[src/rtl/assert_macros.svh]
// ----------------------------------------------------------------------------
// assertion macros
// shared concurrent assertion forms, clocked on clk, off during reset
// ----------------------------------------------------------------------------
`ifndef ASSERT_MACROS_SVH
`define ASSERT_MACROS_SVH

// property holds at every clock edge outside reset
`define BTPC_ASSERT(label, prop, msg) \
	label: assert property (@(posedge clk) disable iff (!arst_n) prop) else $error(msg);

// condition in one cycle implies a result in the next
`define BTPC_ASSERT_NEXT(label, pre, post, msg) \
	`BTPC_ASSERT(label, (pre) |=> (post), msg)

`endif

[src/rtl/btpc_pkg.sv]
// ----------------------------------------------------------------------------
// btpc_pkg
// types, constants and multiply helpers for the compensation pipeline
// ----------------------------------------------------------------------------
package btpc_pkg;

	localparam int RAW_W       = 20;
	localparam int CAL_W       = 48;
	localparam int CFG_IDX_W   = 2;
	localparam int FIFO_DEPTH  = 4;
	localparam int DIV_STEPS   = 64;

	localparam int T_FINE_OFFSET = 128000;
	localparam int P_FULL_SCALE  = 1048576;
	localparam int P_SCALE       = 3125;
	localparam int TEMP_ROUND    = 128;

	typedef enum logic [CFG_IDX_W-1:0] {
		REG_CAL_TEMP,
		REG_CAL_PRESS_FIRST,
		REG_CAL_PRESS_MIDDLE,
		REG_CAL_PRESS_LAST
	} cfg_reg_t;

	// temperature result plus raw pressure, front to back
	typedef struct packed {
		logic [31:0]      temp;
		logic [31:0]      fine;
		logic [RAW_W-1:0] adc_p;
	} temp_item_t;

	typedef struct packed {
		logic full;
		logic empty;
	} fifo_status_t;

	// partial products of a 64 x 64 product, low 64 bits
	typedef struct packed {
		logic [63:0] pp0;
		logic [31:0] pp1;
		logic [31:0] pp2;
	} mul_pp_t;

	// partial products of a 64 x 17 signed product, low 64 bits
	typedef struct packed {
		logic [63:0] lo;
		logic [31:0] hi;
	} mul_ps_t;

	function automatic logic [63:0] sext16(input logic [15:0] w);
		return {{48{w[15]}}, w};
	endfunction

	function automatic logic [16:0] coef_s(input logic [15:0] w);
		return {w[15], w};
	endfunction

	function automatic logic [16:0] coef_u(input logic [15:0] w);
		return {1'b0, w};
	endfunction

	function automatic mul_pp_t mul_pp(input logic [63:0] a, input logic [63:0] b);
		mul_pp_t r;
		r.pp0 = a[31:0] * b[31:0];
		r.pp1 = a[31:0] * b[63:32];
		r.pp2 = a[63:32] * b[31:0];
		return r;
	endfunction

	function automatic logic [63:0] mul_pp_sum(input mul_pp_t r);
		return r.pp0 + {r.pp1 + r.pp2, 32'b0};
	endfunction

	function automatic mul_ps_t mul_ps(input logic [63:0] a, input logic [16:0] b);
		logic signed [49:0] lo_full;
		mul_ps_t r;
		lo_full = $signed({1'b0, a[31:0]}) * $signed(b);
		r.lo = {{14{lo_full[49]}}, lo_full};
		r.hi = a[63:32] * {{15{b[16]}}, b};
		return r;
	endfunction

	function automatic logic [63:0] mul_ps_sum(input mul_ps_t r);
		return r.lo + {r.hi, 32'b0};
	endfunction

endpackage

[src/rtl/btpc_fifo.sv]
// ----------------------------------------------------------------------------
// btpc_fifo
// short queue between the temperature front and the pressure back
// ----------------------------------------------------------------------------
`include "assert_macros.svh"

module btpc_fifo import btpc_pkg::*; #(
	parameter int Depth = FIFO_DEPTH
) (
	input  logic         clk,
	input  logic         arst_n,
	input  logic         push,
	input  temp_item_t   push_item,
	input  logic         pop,
	output temp_item_t   pop_item,
	output fifo_status_t status
);

	localparam int PtrW = (Depth > 1) ? $clog2(Depth) : 1;
	localparam int CntW = $clog2(Depth + 1);

	temp_item_t      mem [Depth];
	logic [PtrW-1:0] wr_ptr_q, rd_ptr_q;
	logic [CntW-1:0] count_q;

	assign status.full  = (count_q == CntW'(Depth));
	assign status.empty = (count_q == '0);
	assign pop_item     = mem[rd_ptr_q];

	always_ff @(posedge clk or negedge arst_n) begin
		if (!arst_n) begin
			wr_ptr_q <= '0;
			rd_ptr_q <= '0;
			count_q  <= '0;
		end else begin
			if (push) begin
				wr_ptr_q <= (wr_ptr_q == PtrW'(Depth - 1)) ? '0 : wr_ptr_q + 1'b1;
			end
			if (pop) begin
				rd_ptr_q <= (rd_ptr_q == PtrW'(Depth - 1)) ? '0 : rd_ptr_q + 1'b1;
			end
			if (push && !pop) begin
				count_q <= count_q + 1'b1;
			end else if (pop && !push) begin
				count_q <= count_q - 1'b1;
			end
		end
	end

	always_ff @(posedge clk) begin
		if (push) begin
			mem[wr_ptr_q] <= push_item;
		end
	end

	`BTPC_ASSERT(a_no_overflow, push |-> !status.full, "push into full queue")
	`BTPC_ASSERT(a_no_underflow, pop |-> !status.empty, "pop from empty queue")
	`BTPC_ASSERT_NEXT(a_count_up, push && !pop, count_q == $past(count_q) + 1'b1, "count lost a push")

endmodule

[config.mk]
export PLATFORM = sky130hd
export DESIGN_NAME = btpc_fifo
export DESIGN_NICKNAME = d
export VERILOG_FILES = /design/src/rtl/btpc_pkg.sv /design/src/rtl/btpc_fifo.sv
export VERILOG_INCLUDE_DIRS = /design/src /design/src/rtl
export SDC_FILE = /design/constraint.sdc
export NUM_CORES = 1
export LEC_CHECK = 0
export BUFFER_PORTS_ARGS = -buffer_cell sky130_fd_sc_hd__buf_4
export CORE_ASPECT_RATIO = 1.5
export CORE_MARGIN = 2
export CORE_UTILIZATION = 52
export CTS_CLUSTER_DIAMETER = 200
export DETAILED_ROUTE_END_ITERATION = 12
export GPL_TIMING_DRIVEN = 0
export PLACE_DENSITY = 0.73
export SETUP_SLACK_MARGIN = 0.5
export SYNTH_ARGS = -nofsm -noshare
export SYNTH_HDL_FRONTEND = slang
export SYNTH_SLANG_ARGS = --single-unit
[constraint.sdc]
create_clock -name clk -period 3.5 [get_ports clk]
set_clock_uncertainty 0.2 [all_clocks]
set_input_delay 0.35 -clock clk [delete_from_list [all_inputs] [get_ports clk]]
set_output_delay 0.35 -clock clk [all_outputs]
set_load 0.05 [all_outputs]
Word-level counts from Yosys, hierarchy flattened
Memory sizes are Yosys's and may differ from the RTL's.
Index checks and enable logic that the tools add are counted.
- register bits after elaboration: 7
- bits in writable memories: 336
- bits of input ports: 88
- output and inout port bits: 86
- logic and storage cells: 23
- memories: 1
- add/sub/neg operators: 4
- equal/unequal tests: 3
- multiplexer cells: 6
- reductions and logical operators: 6
- memories (memory ; depth ; width ; rd ports ; clocked after memory_dff ; write ports ; RTL line ; source):
    mem ; 4 ; 84 ; 1 ; 0 ; 1 ; btpc_fifo.sv:22 ; temp_item_t mem [Depth];
- operators with widths (kind ; number):
    $mux 3 ; 2
    $add 2x1->2 const B ; 2
    $eq 2x2->1 const B ; 2
    $mux 2 ; 2
    $add 3x1->3 const B ; 1
    $eq 3x3->1 const B ; 1
    $logic_not 3->1 ; 1
    $sub 3x1->3 const B ; 1
    $logic_and 1x1->1 ; 2
    $logic_not 1->1 ; 2
    $mux 1 ; 2
    $reduce_bool 2->1 ; 1

Longest topological paths before layout
- depth in word-level cells: 4
- gate-level depth with buffers: 7
- mapped depth without buffers: 7

Least setup slack after synthesis
Ideal clock, no wire load.
- kind: flip-flop to flip-flop
- from: register wr_ptr_q[0]
- to: memory mem[2][0] (netlist bit) (enable)
- library setup time: 0.451 ns
- arrival: 2.576 ns
- required time: 2.849 ns
- slack: 0.272 ns
- stages on the path, launching flop included: 4
- path buffers: 0
- clock period less this slack: 3.228 ns
- cells stage by stage: dfrtp_1 inv_1 ha_1 and2_1
- RTL lines (what ; RTL line ; source):
    start: declaration ; btpc_fifo.sv:23 ; logic [PtrW-1:0] wr_ptr_q, rd_ptr_q;
    start signal: assignment ; btpc_fifo.sv:37 ; wr_ptr_q <= (wr_ptr_q == PtrW'(Depth - 1)) ? '0 : wr_ptr_q + 1'b1;
    end: declaration ; btpc_fifo.sv:22 ;
Straight into the memory's write port.

==> out/qor.yml <==
finish:
  final_core_util_pct: 68.1
  area_delta_synth_final_pct: 28.6
  layout_common_cells: "336 x edfxtp_1, 177 x buf_4, 88 x dlygate4sd3_1"
  drive_gt1_share_pct: 40.2
  final_area_sq_um: 16200
  layout.nets: 868
  mostFrequentLayoutCell: "edfxtp_1"
synthesis:
  syn_avg_cell_area_sq_um: 26.4
  netlist_area_sq_um: 12600
  netlist_instances: 476
  synth_top_area_cell: "edfxtp_1"
  synth_edf_count: 336
  synth.yosys.seq_area_share_pct: 81.7
  ys.flop_type: "edfxtp_1"
  netlist.area_leader.share_pct: 80.3
  synth_area_leaders: "edfxtp_1 80%, mux4_2 15%, dfrtp_1 1.4%"
  syn_nets: 571
  yosysWarnings: 0
  synthArstFlopShare_pct: 2.04
  ys_seq_elements: 343
  synth.distinct_cells: 21
global_routing:
  antenna_found_initial: 1
  grt.total_usage_pct: 18.8
  grt_max_degree: 44
  grt_pass1_vias: 6732
  overflow: 0
  grt_pass1_wl_mm: 36.2
flow_run:
  maxCapViolCount: 0
placement:
  io_buffers: 173
  place_congestion: 0.680
  place_area_sq_um: 14400
  hpwlAfterDp_mm: 14.3
detailed_routing:
  wl_per_cell_um: 21.0
  routed_wl_mm: 23.4
  via_per_inst: 5.39
  first_pass_iters: 4
  ant_nets: 0
  initialDrtViolationCount: 356
  via_count: 5999
  drc: 0
floorplanning:
  core-area_sq_um: 23700
  chipWidth_um: 131
  io_pins: 174
  die_h_um: 194
  row_count: 69
  die_area_sq_um: 25500
  initial_core_util_pct: 52.9
status:
  status: "completed"
clocking:
  cts_sinks: 343
  numCtsBuffers: 30
  post-cts-setup-buffer-count: 0
  cts_tree: "built"
  htree_levels: 1
  clk_path_buf_depth: 3
  root_buffer: "clkbuf_16"
  clk_latency_ns: 0.54
  clkTransAtPathRegs_ns: 0.06
pwr:
  switching_power_uw: 5350
  seq_power_share_pct: 37.5
  combPwrFrac_pct: 41.6
  vdd_drop_max_mv: 0.662
  swShare_pct: 36.9
  power.share.clock_pct: 20.9
  power_density_nw_per_um2: 896
  p_leak_uw: 0.00559
  p_int_uw: 9130
critical_path:
  critical_path_class: "reg -> out"
  critPathArrivalTime_ns: 2.21
  crit_path_end_kind: "output pin"
  cp.required_ns: 2.95
  cp_max_fo: 10
  cp-start-kind: "flop"
timing:
  finalMaxSlewViolations: 0
  fin_crit_ns: 2.76
  hold_violations: 0
  finalSetupTns_ns: 0
  period_share_pct: 78.9
  fmax_mhz: 362
  rsz0062_at_grt: "no"
  setup-violations-final: 0
  slew_headroom_pct: 51.3
  worst_pin_slew_ns: 0.731
worst_hold_path:
  hold_class: "reg -> reg"
==> critical path: stages, from the launching register on <==
cell	delay, ns
dfrtp_1	0.46
buf_2	0.29
buf_2	0.34
mux4_2	0.38
buf_4	0.21
==> synthesized netlist by cell type (2+ instances only) <==
cell	number
edfxtp_1	336
and2_1	4
buf_4	4
mux2_2	3
xor2_1	2
nor2_1	3
nand2_1	2
buf_2	6
dfrtp_1	7
buf_12	4
mux4_2	84
o21ai_0	2
buf_1	3
ha_1	6
inv_1	4
==> routing by layer <==
layer  GRT usage, %  part of all wire [%]  vias to the layer above  routed length, um
met5              0                     0                        -                  0
met4           6.62                   2.8                        0                658
met3           3.11                   5.1                       43               1190
met2           34.1                    56                      187              13100
met1           22.3                    36                     3126               8540
li1               -                     -                     2643                  -
==> power by group through the flow <==
| stage | sequential [uW] | combinational [uW] | clock (uW) |
|---|---|---|---|
| after detailed placement | 5530 | 6010 | 0 |
| after global placement | 5520 | 5870 | 0 |
| after floorplan | 5470 | 4350 | 0 |
| final | 5430 | 6030 | 3020 |
| after CTS | 5440 | 6120 | 3080 |
| after global routing | 5490 | 6330 | 3240 |
==> per-stage QoR <==
stage | total power, uW | instances | setup WS [ns] | hold WS (ns)
after global placement | 11400 | 968 | 0.476 | -0.0353
after global routing | 15100 | 1114 | 0.618 | 0.326
after CTS | 14600 | 1113 | 0.669 | 0.296
after detailed placement | 11500 | 972 | 1.24 | -0.0281
final | 14500 | 1114 | 0.739 | 0.300
after floorplan | 9830 | 476 | 1.20 | -0.146
==> layout make-up <==
type | instances | area, sq um
inverter | 4 | 15.0
timing repair buffer | 265 | 2290
antenna | 1 | 2.50
tap | 319 | 399
buffer | 19 | 178
clock inverter | 13 | 87.6
multi-input combinational | 110 | 2120
sequential | 343 | 10300
fill | 1457 | 7570
clock buffer | 40 | 810
==> state kept, by name, summed over array words and instances, names as in the netlist <==
signal / cells
mem: 336
wr_ptr_q: 2
rd_ptr_q: 2
count_q: 3
==> final timing paths <==
kind	from	end	slack (ns)	cells past startpoint
min in group asynchronous	arst_n	wr_ptr_q[0]	0.64	3
max in group asynchronous	arst_n	count_q[0]	2.20	3
worst min-delay path	count_q[2]	count_q[2]	0.30	1
worst max-delay path	rd_ptr_q[1]	pop_item[58]	0.74	4
worst max register to register	wr_ptr_q[0]	mem[2][46]	1.32	4
worst min register to register	count_q[2]	count_q[2]	0.30	1
==> repair_timing <==
action	CTS	global route
hold buffers	88	0
gates resized for setup	0	0
endpoints found under the setup margin	0	0
hold endpoints to repair	347	0
==> kinds of logic (layout without fill, tap and decap cells) <==
logic type,count (synthesis),in the layout,share of synthesized area (%)
buffers and inverters,23,341,1.53
DFF,343,343,81.7
adders and majority gates,7,7,0.756
other,0,1,0
AOI/OAI and AO/OA,2,2,0.0796
muxes,87,87,15.3
and+or+nand+nor,11,11,0.448
xor gates and xnor gates,3,3,0.209
No activity file was read; power rests on OpenSTA's default activity.
