--- src/rtl/assert_macros.svh ---
// ----------------------------------------------------------------------------
// assertion macros
// shared concurrent assertion forms, clocked on clk, off during reset
// ----------------------------------------------------------------------------
`ifndef ASSERT_MACROS_SVH
`define ASSERT_MACROS_SVH

// property holds at every clock edge outside reset
`define BTPC_ASSERT(label, prop, msg) \
	label: assert property (@(posedge clk) disable iff (!arst_n) prop) else $error(msg);

// condition in one cycle implies a result in the next
`define BTPC_ASSERT_NEXT(label, pre, post, msg) \
	`BTPC_ASSERT(label, (pre) |=> (post), msg)

`endif

--- src/rtl/btpc_pkg.sv ---
// ----------------------------------------------------------------------------
// btpc_pkg
// types, constants and multiply helpers for the compensation pipeline
// ----------------------------------------------------------------------------
package btpc_pkg;

	localparam int RAW_W       = 20;
	localparam int CAL_W       = 48;
	localparam int CFG_IDX_W   = 2;
	localparam int FIFO_DEPTH  = 4;
	localparam int DIV_STEPS   = 64;

	localparam int T_FINE_OFFSET = 128000;
	localparam int P_FULL_SCALE  = 1048576;
	localparam int P_SCALE       = 3125;
	localparam int TEMP_ROUND    = 128;

	typedef enum logic [CFG_IDX_W-1:0] {
		REG_CAL_TEMP,
		REG_CAL_PRESS_FIRST,
		REG_CAL_PRESS_MIDDLE,
		REG_CAL_PRESS_LAST
	} cfg_reg_t;

	// temperature result plus raw pressure, front to back
	typedef struct packed {
		logic [31:0]      temp;
		logic [31:0]      fine;
		logic [RAW_W-1:0] adc_p;
	} temp_item_t;

	typedef struct packed {
		logic full;
		logic empty;
	} fifo_status_t;

	// partial products of a 64 x 64 product, low 64 bits
	typedef struct packed {
		logic [63:0] pp0;
		logic [31:0] pp1;
		logic [31:0] pp2;
	} mul_pp_t;

	// partial products of a 64 x 17 signed product, low 64 bits
	typedef struct packed {
		logic [63:0] lo;
		logic [31:0] hi;
	} mul_ps_t;

	function automatic logic [63:0] sext16(input logic [15:0] w);
		return {{48{w[15]}}, w};
	endfunction

	function automatic logic [16:0] coef_s(input logic [15:0] w);
		return {w[15], w};
	endfunction

	function automatic logic [16:0] coef_u(input logic [15:0] w);
		return {1'b0, w};
	endfunction

	function automatic mul_pp_t mul_pp(input logic [63:0] a, input logic [63:0] b);
		mul_pp_t r;
		r.pp0 = a[31:0] * b[31:0];
		r.pp1 = a[31:0] * b[63:32];
		r.pp2 = a[63:32] * b[31:0];
		return r;
	endfunction

	function automatic logic [63:0] mul_pp_sum(input mul_pp_t r);
		return r.pp0 + {r.pp1 + r.pp2, 32'b0};
	endfunction

	function automatic mul_ps_t mul_ps(input logic [63:0] a, input logic [16:0] b);
		logic signed [49:0] lo_full;
		mul_ps_t r;
		lo_full = $signed({1'b0, a[31:0]}) * $signed(b);
		r.lo = {{14{lo_full[49]}}, lo_full};
		r.hi = a[63:32] * {{15{b[16]}}, b};
		return r;
	endfunction

	function automatic logic [63:0] mul_ps_sum(input mul_ps_t r);
		return r.lo + {r.hi, 32'b0};
	endfunction

endpackage

--- src/rtl/btpc_front.sv ---
// ----------------------------------------------------------------------------
// btpc_front
// accepts raw sample pairs and computes fine and centi-degree temperature
// ----------------------------------------------------------------------------
module btpc_front import btpc_pkg::*; (
	input  logic               clk,
	input  logic               arst_n,
	input  logic               in_valid,
	output logic               in_stall,
	input  logic [RAW_W-1:0]   raw_temperature,
	input  logic [RAW_W-1:0]   raw_pressure,
	input  logic [CAL_W-1:0]   cal_temp,
	input  fifo_status_t       fifo_status,
	output logic               push,
	output temp_item_t         push_item
);

	logic [31:0] t1, t2, t3;
	logic        adv;
	logic        v_s1, v_s2, v_s3, v_s4, v_s5;
	logic [31:0] x_s1, d_s1, ax_s2, dd_s2, a_s3, bm_s3, fine_s4, fine_s5, temp_s5;
	logic [RAW_W-1:0] p_s1, p_s2, p_s3, p_s4, p_s5;
	logic [31:0] dd_sh, round_sum;

	assign t1 = {16'b0, cal_temp[15:0]};
	assign t2 = {{16{cal_temp[31]}}, cal_temp[31:16]};
	assign t3 = {{16{cal_temp[47]}}, cal_temp[47:32]};

	// whole front moves together, held only when the queue cannot take the tail
	assign adv      = !(v_s5 && fifo_status.full);
	assign in_stall = !adv;

	assign dd_sh     = $signed(dd_s2) >>> 12;
	assign round_sum = fine_s4 * 32'd5 + 32'(TEMP_ROUND);

	always_ff @(posedge clk or negedge arst_n) begin
		if (!arst_n) begin
			v_s1 <= 1'b0;
			v_s2 <= 1'b0;
			v_s3 <= 1'b0;
			v_s4 <= 1'b0;
			v_s5 <= 1'b0;
		end else if (adv) begin
			v_s1 <= in_valid;
			v_s2 <= v_s1;
			v_s3 <= v_s2;
			v_s4 <= v_s3;
			v_s5 <= v_s4;
		end
	end

	always_ff @(posedge clk) begin
		if (adv) begin
			x_s1    <= {15'b0, raw_temperature[19:3]} - {15'b0, t1[15:0], 1'b0};
			d_s1    <= {16'b0, raw_temperature[19:4]} - t1;
			p_s1    <= raw_pressure;
			ax_s2   <= x_s1 * t2;
			dd_s2   <= d_s1 * d_s1;
			p_s2    <= p_s1;
			a_s3    <= $signed(ax_s2) >>> 11;
			bm_s3   <= dd_sh * t3;
			p_s3    <= p_s2;
			fine_s4 <= $signed(a_s3) + ($signed(bm_s3) >>> 14);
			p_s4    <= p_s3;
			fine_s5 <= fine_s4;
			temp_s5 <= $signed(round_sum) >>> 8;
			p_s5    <= p_s4;
		end
	end

	assign push           = v_s5 && !fifo_status.full;
	assign push_item.temp = temp_s5;
	assign push_item.fine = fine_s5;
	assign push_item.adc_p = p_s5;

endmodule

--- config.mk ---
export PLATFORM = sky130hd
export DESIGN_NAME = btpc_front
export DESIGN_NICKNAME = d
export VERILOG_FILES = /design/src/rtl/assert_macros.svh /design/src/rtl/btpc_pkg.sv /design/src/rtl/btpc_front.sv
export SDC_FILE = /design/constraint.sdc
export NUM_CORES = 2
export LEC_CHECK = 0
export BUFFER_PORTS_ARGS = -buffer_cell sky130_fd_sc_hd__clkbuf_2
export CELL_PAD_IN_SITES_DETAIL_PLACEMENT = 1
export CELL_PAD_IN_SITES_GLOBAL_PLACEMENT = 1
export CORE_ASPECT_RATIO = 0.9
export CORE_UTILIZATION = 57
export CTS_BUF_LIST = sky130_fd_sc_hd__clkbuf_4 sky130_fd_sc_hd__clkbuf_8
export CTS_CLUSTER_SIZE = 16
export DETAILED_ROUTE_END_ITERATION = 12
export MAX_ROUTING_LAYER = met4
export PLACE_DENSITY_LB_ADDON = 0.1
export SYNTH_ARGS = -nofsm -noshare
export SYNTH_HDL_FRONTEND = slang
export SYNTH_SLANG_ARGS = --single-unit
--- constraint.sdc ---
create_clock -name clk -period 15 [get_ports clk]
set_input_delay 1.5 -clock clk [delete_from_list [all_inputs] [get_ports clk]]
set_output_delay 1.5 -clock clk [all_outputs]
set_load 0.05 [all_outputs]
; ---- Word level (Yosys, flattened, before mapping)
; Index checks and enable logic that the tools add are counted.
[totals]
ff_bits = 374
input_bits = 93
output_inout_bits = 86
[op_classes]
add_sub_neg = 4
n_mul = 4
n_reduce_logical = 3
[op_table]
columns = operator, n
row1 = $add 32x8->32 const B, 1
row2 = $mul 20x16->32, 1
row3 = $mul 32x16->32, 1
row4 = $mul 32x3->32 const B, 1
row5 = $mul 32x32->32, 1
row6 = $add 21x18->22, 1
row7 = $sub 17x17->18, 1
row8 = $sub 16x16->17, 1
row9 = $logic_and 1x1->1, 2
row10 = $logic_not 1->1, 1

; ---- Depth between registers and ports, before layout
[depth]
ltp_word = 2
mapped_depth = 31
depth_no_buf = 30

; ---- Worst setup path before layout
; OpenSTA, ideal clock, no wires.
[synth_timing]
path_type = input port to output port
start = input fifo_status[1] in the netlist's numbering
end = output in_stall
arrival_ps = 9181
path_slack_ps = 4319
path_stages = 2
path_cell_list = nand2_1 inv_1
[synth_via]
elab_chain_len = 1
[synth_lines]
columns = item, line
row1 = start: declaration, btpc_front.sv:13  ; input fifo_status_t fifo_status,
row2 = $logic_and 1x1->1, btpc_front.sv:30  ; assign adv = !(v_s5 && fifo_status.full);
row3 = end: declaration, btpc_front.sv:9  ; output logic in_stall,
; Every way passes these cells.

==> flow_metrics.env <==
export IMPL_status="completed"
export IMPL_finalHoldViolCount=0
export IMPL_cp_max_fo=34
export IMPL_crit_path_frequent_cell="fa_1"
export IMPL_ctsHoldBuffers=0
export IMPL_final_fill_count=7886
export IMPL_clock_fmax_mhz=115
export IMPL_cts_made_buffers=50
export IMPL_clk_latency_ns=0.67
export IMPL_synthesis_nets=5353
export IMPL_worstSetupEndpointType="flop"
export IMPL_arrival_ns=9.12
export IMPL_overflow=0
export IMPL_yosysTopAreaCell="fa_1"
export IMPL_synth_edff_count=266
export IMPL_grt_pass1_wl_um=173000
export IMPL_syn_to_final_growth_pct=6.52
export IMPL_critPathLaunchType="flop"
export IMPL_worstSetupPathType="reg2reg"
export IMPL_wl_per_cell_um=20.9
export IMPL_cts_resized=0
export IMPL_gp_congestion=0.865
export IMPL_hold_path_class="reg2reg"
export IMPL_cts_root_buf="clkbuf_8"
export IMPL_htreeDepth=2
export IMPL_maxCapViolCount=0
export IMPL_dieArea_sq_mm=0.0751
export IMPL_synthTopCellsByArea="fa_1 41%, edfxtp_1 19%, ha_1 11%, inv_1 8.9%, and2_1 4.6%"
export IMPL_setup_viol=0
export IMPL_synth_ff_type="edfxtp_1"
export IMPL_vias_per_cell=5.38
export IMPL_first_pass_iters=5
export IMPL_ant_nets=0
export IMPL_syn_area_sq_mm=0.0422
export IMPL_cts_setup_buffers=0
export IMPL_timing_final_crit_share_pct=58.2
export IMPL_clk_pin_slew_worst_paths_ns=0.06
export IMPL_die_height_um=260
export IMPL_ys_seq_area_share_pct=19.2
export IMPL_async_reset_ff_share_pct=1.85
export IMPL_holdPathStages=0
export IMPL_cts_sinks=271
export IMPL_max_stage_delay_ns=0.99
export IMPL_ff2ff_path_depth=27
export IMPL_drc=0
export IMPL_syn_area_per_cell_sq_um=10.5
export IMPL_fin_tns_setup_ns=0
export IMPL_hpwl_um=84800
export IMPL_ys_top_cells_by_count="1,002 x inv_1, 871 x fa_1, 431 x nand2_1, 382 x ha_1, 310 x and2_1"
export IMPL_track_usage_pct=31.1
export IMPL_skew_ns=0.0369
export IMPL_postSynthCellCount=4007
export IMPL_grt_pass1_vias=32340
export IMPL_final_min_clock_period_ns=8.72
export IMPL_synth_cell_types=68
export IMPL_grt_max_degree=148
export IMPL_wl_um=107000
export IMPL_worstPathRequired_ns=15.39
export IMPL_critPathSlowestCell="fa_1"
export IMPL_die_width_um=289
export IMPL_cts_tree="done"
export IMPL_rsz0062_at_grt="no"
export IMPL_yosysWarnings=0
export IMPL_rows=94
export IMPL_vias=27522
export IMPL_slew_viol_final=0
export IMPL_io_pins=179
export IMPL_drive_gt1_share_pct=7.39
export IMPL_antenna_found_initial=1
export IMPL_drt_initial_drc_count=1185
export IMPL_nets=5460
export IMPL_tightest_slew_ns=1.01
export IMPL_core_area_sq_mm=0.0732
export IMPL_yosys_register_bits=271
export IMPL_yosysMostFrequentCell="inv_1"
export IMPL_max_clock_path_buffers=3
export IMPL_synth_top_cell_area_share_pct=41.3
export IMPL_worst_hold_slack_ns=0.405
export IMPL_io_buffers=174
export IMPL_slew_headroom_pct=32.6
export IMPL_start_util_pct=57.7
==> state kept, by name, indices dropped and copies added, names as in the netlist <==
register / cells
v_s3: 1
v_s4: 1
fine_s5: 22
p_s5: 20
ax_s2: 21
bm_s3: 18
p_s3: 20
temp_s5: 24
p_s2: 20
v_s2: 1
p_s1: 20
p_s4: 20
a_s3: 21
v_s1: 1
fine_s4: 22
x_s1: 18
dd_s2: 20
v_s5: 1
==> cells in the final DEF, fill, tap and decap left out, types with 6 or more instances in the layout <==
cell	count
a211oi_1	8
and2_1	310
o21a_1	24
nor3_1	29
nand2b_1	25
clkbuf_8	54
fa_1	871
nand4_1	11
xor2_1	29
inv_1	1002
buf_4	26
edfxtp_1	266
ha_1	382
nand2_1	430
a21oi_1	47
clkbuf_4	15
o21ai_1	19
a31oi_1	7
a21boi_1	9
nor2_1	113
nand3_1	17
nor2b_1	18
xnor2_1	117
and3_1	6
clkinv_1	8
a21o_1	21
clkbuf_2	174
o21ai_0	22
clkinv_2	7
==> final timing paths <==
| kind | from | end | slack, ns |
|---|---|---|---|
| worst min-delay path | p_s3[1]$_DFFE_PN_ | p_s4[1]$_DFFE_PN_ | 0.41 |
| max in group asynchronous | arst_n | v_s2$_DFFE_PN0N_ | 14.18 |
| worst max-delay path | x_s1[5]$_DFFE_PN_ | dd_s2[31]$_DFFE_PN_ | 6.28 |
| worst min register to register | p_s3[1]$_DFFE_PN_ | p_s4[1]$_DFFE_PN_ | 0.41 |
| worst max register to register | x_s1[5]$_DFFE_PN_ | dd_s2[31]$_DFFE_PN_ | 6.28 |
| min in group asynchronous | arst_n | v_s3$_DFFE_PN0N_ | 0.66 |
==> critical path: cells and delay by family (launching register included) <==
kind,cells,cell delay [ns]
fa+ha+maj,9,5.05
compound gates,6,1.18
buf+inv,6,0.99
simple gates,5,0.81
flops,1,0.32
xor+xnor,1,0.07
==> kinds of logic after synthesis <==
logic type      Yosys count  synth area share [%]
buf+inv                1149                  10.4
xor+xnor                146                  3.03
flops                   271                  19.2
mux                       5                 0.133
fa+ha+maj              1253                  52.7
compound gates          206                  3.38
simple gates            977                  11.2
==> area by class of cell <==
cell class                 count  area, sq um  area share (%)
multi-input combinational   2587        29700            66.1
clock inverter                22          201           0.448
inverter                    1003         3760            8.38
timing repair buffer         201         1090            2.42
clock buffer                  69          856            1.90
antenna                        5         12.5          0.0278
tap                          960         1200            2.67
sequential                   271         8110            18.1
==> per-layer routing <==
layer / track usage [%] / vias up / share of wire, %
met5: - / - / 0
met4: 9.14 / 0 / 2.9
met3: 3.02 / 185 / 3.9
met2: 54.4 / 592 / 53
met1: 38.1 / 14546 / 41
li1: - / 12199 / -
==> metrics by stage <==
step | area (sq um) | util [%] | std cells | setup slack [ns]
after floorplan | 42200 | - | 4007 | 4.32
after global placement | 43900 | 60.0 | 5022 | 6.48
after detailed placement | 43900 | 60.0 | 5022 | 6.27
after CTS | 44900 | 61.4 | 5113 | 6.33
after global routing | 44900 | 61.4 | 5117 | 5.93
final | 44900 | 61.4 | 5118 | 6.28
Power is left out: the tool's default activity adds up to more than one toggle a clock period on the data nets, which glitch-free logic cannot reach.
